File: config.mk
export PLATFORM = sky130hd
export DESIGN_NAME = tcp_checksum_with_pseudo_header_top
export DESIGN_NICKNAME = d
export VERILOG_FILES = /design/src/tcpcs_pkg.sv /design/src/tcpcs_finish.sv /design/src/tcp_checksum_with_pseudo_header_top.sv
export SDC_FILE = /design/constraint.sdc
export NUM_CORES = 1
export LEC_CHECK = 0
export BUFFER_PORTS_ARGS = -buffer_cell sky130_fd_sc_hd__buf_2
export CORE_ASPECT_RATIO = 1.25
export CORE_MARGIN = 4
export CORE_UTILIZATION = 56
export DETAILED_ROUTE_END_ITERATION = 12
export GPL_ROUTABILITY_DRIVEN = 1
export PLACE_DENSITY = 0.87
export SETUP_SLACK_MARGIN = 0.4
export SYNTH_ARGS = -nofsm -noshare
export SYNTH_HDL_FRONTEND = slang
export SYNTH_SLANG_ARGS = --single-unit
File: constraint.sdc
create_clock -name clk_i -period 8.6 [get_ports clk_i]
set_input_delay 2.58 -clock clk_i [delete_from_list [all_inputs] [get_ports clk_i]]
set_output_delay 2.58 -clock clk_i [all_outputs]
set_load 0.03 [all_outputs]
File: src/tcpcs_pkg.sv
// Shared types, constants and ones'-complement helpers for the TCP checksum block.
// Used by tcpcs_finish and tcp_checksum_with_pseudo_header_top; no dependencies.
`timescale 1ns / 1ps
`default_nettype none

package tcpcs_pkg;

  localparam int unsigned WordW  = 16;
  localparam int unsigned CountW = 17;
  localparam int unsigned AddrW  = 32;
  localparam int unsigned OutDataW = 40;

  localparam logic [CountW-1:0] FieldOffset = 17'd16;
  localparam logic [CountW-1:0] CountMax    = 17'h1ffff;
  localparam logic [WordW-1:0]  ProtoTcp    = 16'd6;

  // Configuration register indexes.
  localparam logic RegSrcAddr = 1'b0;
  localparam logic RegDstAddr = 1'b1;

  // Totals of one segment, handed from the accumulator to the finishing stage.
  typedef struct packed {
    logic [WordW-1:0]  sum;
    logic [CountW-1:0] count;
    logic [WordW-1:0]  field;
  } fin_t;

  // Ones'-complement add of two 16-bit words with end-around carry.
  function automatic logic [WordW-1:0] oc_add(input logic [WordW-1:0] a,
                                              input logic [WordW-1:0] b);
    logic [WordW:0] s;
    logic [WordW:0] f;
    begin
      s = {1'b0, a} + {1'b0, b};
      f = {1'b0, s[WordW-1:0]} + {{WordW{1'b0}}, s[WordW]};
      oc_add = f[WordW-1:0];
    end
  endfunction

  // Folds an 18-bit sum of up to four 16-bit terms back into 16 bits.
  function automatic logic [WordW-1:0] fold18(input logic [WordW+1:0] v);
    logic [WordW:0] f1;
    logic [WordW:0] f2;
    begin
      f1 = {1'b0, v[WordW-1:0]} + {{(WordW-1){1'b0}}, v[WordW+1:WordW]};
      f2 = {1'b0, f1[WordW-1:0]} + {{WordW{1'b0}}, f1[WordW]};
      fold18 = f2[WordW-1:0];
    end
  endfunction

endpackage

`default_nettype wire

File: src/tcpcs_finish.sv
// Finishing stage: adds pseudo header and length, inverts, compares, and holds the result.
// Depends on tcpcs_pkg.
`timescale 1ns / 1ps
`default_nettype none

module tcpcs_finish (
  input  wire logic                             clk_i,
  input  wire logic                             rst_ni,
  input  wire logic                             fin_valid_i,
  input  wire tcpcs_pkg::fin_t                  fin_i,
  input  wire logic [tcpcs_pkg::WordW-1:0]      pseudo_i,
  output logic                                  fin_ready_o,
  output logic                                  m_axis_tvalid,
  input  wire logic                             m_axis_tready,
  // checksum[15:0], received_field[31:16], matches_res[32], too_long[33], zeros above
  output logic [tcpcs_pkg::OutDataW-1:0]        m_axis_tdata
);
  import tcpcs_pkg::*;

  logic                 out_valid_q;
  logic [OutDataW-1:0]  out_data_q;
  logic [OutDataW-1:0]  out_data_d;
  logic [WordW+1:0]     total;
  logic [WordW-1:0]     folded;
  logic [WordW-1:0]     chk;

  // Three terms: running sum, precomputed address/protocol sum, low length bits.
  assign total  = {2'b00, fin_i.sum} + {2'b00, pseudo_i} + {2'b00, fin_i.count[WordW-1:0]};
  assign folded = fold18(total);
  assign chk    = ~folded;

  assign out_data_d = {6'b0, fin_i.count[WordW], (chk == fin_i.field), fin_i.field, chk};

  assign fin_ready_o = !out_valid_q || m_axis_tready;

  always_ff @(posedge clk_i or negedge rst_ni) begin
    if (!rst_ni) begin
      out_valid_q <= 1'b0;
    end else if (fin_ready_o) begin
      out_valid_q <= fin_valid_i;
    end
  end

  always_ff @(posedge clk_i) begin
    if (fin_ready_o && fin_valid_i) begin
      out_data_q <= out_data_d;
    end
  end

  assign m_axis_tvalid = out_valid_q;
  assign m_axis_tdata  = out_data_q;

endmodule

`default_nettype wire

File: src/tcp_checksum_with_pseudo_header_top.sv
// Top level of the TCP checksum block: input register, accumulator, segment totals, finishing stage.
// Depends on tcpcs_pkg and tcpcs_finish.
`timescale 1ns / 1ps
`default_nettype none

// Usage
// The segment enters on the slave stream one 16-bit word per transfer, first byte
// in the high half of s_axis_tdata. s_axis_tuser is high when both bytes are
// valid and low when only the high byte is, which is meant for the final word.
// s_axis_tlast marks the final word of a segment. For every last word the master
// stream delivers one transfer holding the checksum (the field taken as zero),
// the checksum field seen at byte offset 16, a match flag, and a flag for a
// segment longer than 65535 bytes. Words without tlast produce no transfer.
// The addresses of the pseudo header are written on the configuration port
// (index 0 source, index 1 destination) while no segment is in flight.
// The input register loads the last word at the edge that accepts it; from there it moves
// to the segment totals register and on to the finishing stage, which folds in the pseudo
// header, and m_axis_tvalid rises when the finishing stage loads.
// One word is accepted every cycle while s_axis_tready is high; the 16-bit
// end-around-carry adder of the running sum and the byte counter form the loops.
// Reset clears all valid flags, the running sum, byte count, saved field and
// address registers. When the receiver stalls, a finished result waits in the
// output register while the stages behind it keep filling, and s_axis_tready
// drops only once a waiting last word has no free stage to move into.

module tcp_checksum_with_pseudo_header_top (
  input  wire logic                              clk_i,
  input  wire logic                              rst_ni,
  input  wire logic                              cfg_we_i,
  input  wire logic                              cfg_idx_i,
  input  wire logic [tcpcs_pkg::AddrW-1:0]       cfg_wdata_i,
  input  wire logic                              s_axis_tvalid,
  output logic                                   s_axis_tready,
  // data_word[15:0]
  input  wire logic [tcpcs_pkg::WordW-1:0]       s_axis_tdata,
  // two_bytes[0]
  input  wire logic [0:0]                        s_axis_tuser,
  input  wire logic                              s_axis_tlast,
  output logic                                   m_axis_tvalid,
  input  wire logic                              m_axis_tready,
  // checksum[15:0], received_field[31:16], matches_res[32], too_long[33], zeros above
  output logic [tcpcs_pkg::OutDataW-1:0]         m_axis_tdata
);
  import tcpcs_pkg::*;

  // Configuration and the precomputed pseudo header sum (addresses plus protocol).
  logic [AddrW-1:0] src_q;
  logic [AddrW-1:0] dst_q;
  logic [WordW-1:0] pseudo_q;
  logic [WordW-1:0] pseudo_d;
  logic [WordW+1:0] pseudo_total;

  // Input register.
  logic             in_valid_q;
  logic [WordW-1:0] in_word_q;
  logic             in_both_q;
  logic             in_last_q;

  // Accumulator state.
  logic [WordW-1:0]  sum_q,   sum_d;
  logic [CountW-1:0] cnt_q,   cnt_d;
  logic [WordW-1:0]  field_q, field_d;

  // Segment totals waiting for the finishing stage.
  logic fin_valid_q;
  fin_t fin_q;
  logic fin_ready;
  logic fin_load;

  logic              accum_fire;
  logic [WordW-1:0]  word_m;
  logic              field_hit;
  logic [WordW-1:0]  sum_new;
  logic [WordW-1:0]  field_new;
  logic [CountW:0]   cnt_inc;
  logic [CountW-1:0] cnt_new;

  always_ff @(posedge clk_i or negedge rst_ni) begin
    if (!rst_ni) begin
      src_q <= '0;
      dst_q <= '0;
    end else if (cfg_we_i) begin
      case (cfg_idx_i)
        RegSrcAddr: src_q <= cfg_wdata_i;
        RegDstAddr: dst_q <= cfg_wdata_i;
        default:    src_q <= src_q;
      endcase
    end
  end

  assign pseudo_total = {2'b00, src_q[AddrW-1:WordW]} + {2'b00, src_q[WordW-1:0]}
                      + {2'b00, dst_q[AddrW-1:WordW]} + {2'b00, dst_q[WordW-1:0]};
  assign pseudo_d = oc_add(fold18(pseudo_total), ProtoTcp);

  always_ff @(posedge clk_i or negedge rst_ni) begin
    if (!rst_ni) begin
      pseudo_q <= ProtoTcp;
    end else begin
      pseudo_q <= pseudo_d;
    end
  end

  // A last word needs a free totals register; other words always move on.
  assign fin_load   = in_valid_q && in_last_q && (!fin_valid_q || fin_ready);
  assign accum_fire = in_valid_q && (!in_last_q || !fin_valid_q || fin_ready);
  assign s_axis_tready = !in_valid_q || accum_fire;

  always_ff @(posedge clk_i or negedge rst_ni) begin
    if (!rst_ni) begin
      in_valid_q <= 1'b0;
    end else if (s_axis_tready) begin
      in_valid_q <= s_axis_tvalid;
    end
  end

  always_ff @(posedge clk_i) begin
    if (s_axis_tready && s_axis_tvalid) begin
      in_word_q <= s_axis_tdata;
      in_both_q <= s_axis_tuser[0];
      in_last_q <= s_axis_tlast;
    end
  end

  // A lone byte is padded with a zero low byte.
  assign word_m    = in_both_q ? in_word_q : {in_word_q[WordW-1:8], 8'h00};
  assign field_hit = (cnt_q == FieldOffset);
  assign sum_new   = field_hit ? sum_q : oc_add(sum_q, word_m);
  assign field_new = field_hit ? word_m : field_q;
  assign cnt_inc   = {1'b0, cnt_q} + (in_both_q ? 18'd2 : 18'd1);
  assign cnt_new   = (cnt_inc > {1'b0, CountMax}) ? CountMax : cnt_inc[CountW-1:0];

  always_comb begin
    sum_d   = sum_q;
    cnt_d   = cnt_q;
    field_d = field_q;
    if (accum_fire) begin
      if (in_last_q) begin
        sum_d   = '0;
        cnt_d   = '0;
        field_d = '0;
      end else begin
        sum_d   = sum_new;
        cnt_d   = cnt_new;
        field_d = field_new;
      end
    end
  end

  always_ff @(posedge clk_i or negedge rst_ni) begin
    if (!rst_ni) begin
      sum_q   <= '0;
      cnt_q   <= '0;
      field_q <= '0;
    end else begin
      sum_q   <= sum_d;
      cnt_q   <= cnt_d;
      field_q <= field_d;
    end
  end

  always_ff @(posedge clk_i or negedge rst_ni) begin
    if (!rst_ni) begin
      fin_valid_q <= 1'b0;
    end else if (!fin_valid_q || fin_ready) begin
      fin_valid_q <= fin_load;
    end
  end

  always_ff @(posedge clk_i) begin
    if (fin_load) begin
      fin_q.sum   <= sum_new;
      fin_q.count <= cnt_new;
      fin_q.field <= field_new;
    end
  end

  tcpcs_finish u_finish (
    .clk_i         (clk_i),
    .rst_ni        (rst_ni),
    .fin_valid_i   (fin_valid_q),
    .fin_i         (fin_q),
    .pseudo_i      (pseudo_q),
    .fin_ready_o   (fin_ready),
    .m_axis_tvalid (m_axis_tvalid),
    .m_axis_tready (m_axis_tready),
    .m_axis_tdata  (m_axis_tdata)
  );

  // Totals waiting on a stalled finishing stage must not change.
  assert property (@(posedge clk_i) disable iff (!rst_ni)
    fin_valid_q && !fin_ready |=> fin_valid_q && $stable(fin_q))
    else $error("segment totals changed while stalled");

  // Closing a segment leaves the accumulator cleared for the next one.
  assert property (@(posedge clk_i) disable iff (!rst_ni)
    accum_fire && in_last_q |=> sum_q == '0 && cnt_q == '0 && field_q == '0)
    else $error("accumulator not cleared after last word");

  // An empty input register always takes a new transfer.
  assert property (@(posedge clk_i) disable iff (!rst_ni)
    !in_valid_q |-> s_axis_tready)
    else $error("input stalled while input register empty");

  // A last word never leaves the input register without a result being queued.
  assert property (@(posedge clk_i) disable iff (!rst_ni)
    accum_fire && in_last_q |=> fin_valid_q)
    else $error("last word lost before finishing stage");

endmodule

`default_nettype wire
==> reports/metrics.cfg <==
[floorplan]
rows=67
die_area_um2=29800
die_h_um=192.0
core_um2=26740
initial_core_util_pct=56.72
die_w_um=155.2
io_pins=98

[sta]
setup_viol=8
setup_tns_ns=-2.772
slew_violations=0
period_needed_ns=9.124
skew_ns=0.03066
final_hold_viol_count=0
finalCritPeriodShare_pct=106.1
worstMarginPinSlew_ns=1.176
relSlewSlack_pct=21.45
rsz0062_at_grt=true
fmax_ghz=0.1096
layout_setup_ws_ns=-0.5244

[worst_setup_path]
critPathMaxFanout=4
critPathKind=reg2reg
critPathLaunch=dst_q[8]
r2r-start=dst_q[8]
crit_slowest_cell=or4b_4
critical_path_arrival_ns=9.58
critPathLaunchType=flip-flop
cpPeakStageDelay_ns=0.58
end_kind=flip-flop
critPathRequiredTime_ns=9.05

[clocking]
ctsHoldBuffers=0
cts.sinks=233
cts_max_level=1
clock-root-buffer=clkbuf_16
clk_pin_slew_worst_paths_ns=0.07
clk-insertion-delay-late_ns=0.55
cts_tree=yes
numCtsBuffers=23
cts_buffer_depth=3

[synth]
synth_top_area_share_pct=21.45
synth_top_area_cell=dfrtp_1
async_flop_share_pct=56.65
yosysWarningCount=0
ys_types=90
yosys-top-cells-area=dfrtp_1 (21%), edfxtp_1 (20%), ha_1 (6.7%)
post_synth.cell_area_avg_um2=10.22
ys_ff_latch=233
syn_area_um2=15170
postSynthCellCount=1484
synth-edff-count=101
ys.flop_type=dfrtp_1
yosysSeqAreaShare_pct=41.79

[route]
viasPerCell=6.063
ant_nets=0
wirelength_um=40180
drc=0
drt_iter0_drc=820
top_layer=met5
route.met3.wl_um=2266
dr_wl_met2_um=21340
dr.pass1.iters=5
drt-wirelength-per-cell_um=19.26
wl_met1_um=14040
via_count=12650

[finish]
drive_gt1_share_pct=27.53
syn_to_final_growth_pct=22.40
fill_cells=1785
nets=1898

[global_routing]
antenna_found_initial=3
grt-ovfl-total=0
grt_first_pass_wirelength_um=61900
grt_max_degree=77
grtUsageTotal_pct=25.42
grt_pass1_vias=12850

[hold_path]
hold_path_startpoint=fin_q[32]
worstHoldPathType=reg2reg

[status]
failed_checks=negative setup slack
status=finished with violations

[placed_design]
port_buffers=91
gp_congestion=0.9194
dp.final_hpwl_um=27670

[run]
cap_violations=0

synthesized netlist by cell type, drive strengths merged (10+ instances only):
cell type and n:
xor2 41, a31oi 14, ha 81, nand4 13
nand2 123, nor4 17, dfrtp 130, nor2 83
o21ai 82, or3 13, nor3 27, nand3 33
and2 20, or2 11, a21oi 64, mux2 45
edfxtp 101, a211oi 15, buf 16, and3 27
o21bai 10, fa 38, inv 128, a22o 45
a21o 21, xnor2 97, clkbuf 36, nand2b 18
sequential cells by signal, summed over array words and instances, names as in the netlist, 16 cells and up:
register,cells
fin_q,49
u_finish.m_axis_tdata,34
dst_q,32
src_q,32
cnt_q,17
field_q,16
in_word_q,16
pseudo_q,16
sum_q,16
cells in the final DEF (no fill, tap or decap), drive strengths merged, types with 5 or more instances in the layout:
cell | Yosys | final
buf | 16 | 261
inv | 128 | 132
dfrtp | 130 | 130
nand2 | 123 | 123
edfxtp | 101 | 101
xnor2 | 97 | 97
nor2 | 83 | 83
o21ai | 82 | 82
ha | 81 | 81
a21oi | 64 | 64
a22o | 45 | 45
mux2 | 45 | 45
xor2 | 41 | 41
fa | 38 | 38
nand3 | 33 | 33
clkbuf | 36 | 33
and3 | 27 | 27
nor3 | 27 | 27
a21o | 21 | 21
and2 | 20 | 20
nand2b | 18 | 18
nor4 | 17 | 17
a211oi | 15 | 15
a31oi | 14 | 14
nand4 | 13 | 13
or3 | 13 | 13
or2 | 11 | 11
o21bai | 10 | 10
o21a | 9 | 9
o31ai | 9 | 9
nor2b | 9 | 9
o211ai | 8 | 8
a2111oi | 7 | 7
or4 | 7 | 7
a211o | 6 | 6
conb | 1 | 6
a21boi | 6 | 6
nor4b | 6 | 6
nor3b | 5 | 5
cell families (layout without fill, tap and decap cells):
family,after synthesis,after routing,synth area share [%]
compound gates,334,334,15.17
flops,233,233,41.79
buf+inv,180,431,4.694
xor+xnor,142,142,8.636
other cells,1,7,0.02472
simple gates,426,426,14.39
fa+ha+maj,122,122,11.89
mux,46,46,3.407
per-layer routing:
metal | vias to the layer above | global-route usage [%]
met2 | 565 | 47.77
li1 | 5772 | -
met4 | 4 | 13.34
met5 | - | 0
met1 | 6127 | 27.58
met3 | 180 | 3.493
cell type report:
class / instances / area (um2) / share of cell area [%]
inverters: 128 / 480.5 / 2.588
diodes: 1 / 2.502 / 0.01348
multi-input cells: 1076 / 8786 / 47.32
clock buffers: 33 / 664.4 / 3.578
well taps: 345 / 431.7 / 2.325
clock inverters: 9 / 68.82 / 0.3706
repair buffers: 261 / 1794 / 9.664
flip-flops and latches: 233 / 6339 / 34.14
path summary, 6_finish.rpt:
path | end | slack, ns | depth (start not counted)
max | pseudo_q[15] | -0.52 | 42
min reg2reg | u_finish.m_axis_tdata[33] | 0.44 | 0
min | u_finish.m_axis_tdata[33] | 0.44 | 0
min in group asynchronous | src_q[6] | 1.97 | 1
max reg2reg | pseudo_q[15] | -0.52 | 42
max in group asynchronous | cnt_q[6] | 5.20 | 2
metrics by stage:
| step | utilization [%] | instance area [um2] | hold slack, ns | std cells | setup slack, ns |
|---|---|---|---|---|---|
| detailed placement | 62.64 | 16750 | 0.4238 | 1971 | -0.3836 |
| finish | 69.43 | 18570 | 0.4408 | 2086 | -0.5244 |
| CTS | 67.00 | 17920 | 0.4400 | 2055 | -0.3146 |
| global placement | 62.64 | 16750 | 0.4197 | 1971 | -0.05314 |
| floorplan | - | 15370 | 0.4003 | 1489 | -0.1172 |
| global route | 69.42 | 18560 | 0.4665 | 2085 | -0.9749 |
repair_timing:
item / in CTS / in global routing
buffers inserted: 42 / 30
setup endpoints to repair: 11 / 15
resized for setup: 44 / 90
pin swaps: 47 / 74
worst max-delay path, delay by kind of cell, from the launching register on:
kind | cells | cell delay (ns)
XOR/XNOR | 2 | 0.34
buffers and inverters | 3 | 0.19
AND/OR/NAND/NOR | 18 | 3.71
adder cells (fa/ha/maj) | 7 | 1.96
AO/OA/AOI/OAI | 12 | 2.46
flip-flops | 1 | 0.36
Power is left out: the tool's default activity adds up to more than one toggle a clock period on the data nets, which glitch-free logic cannot reach.
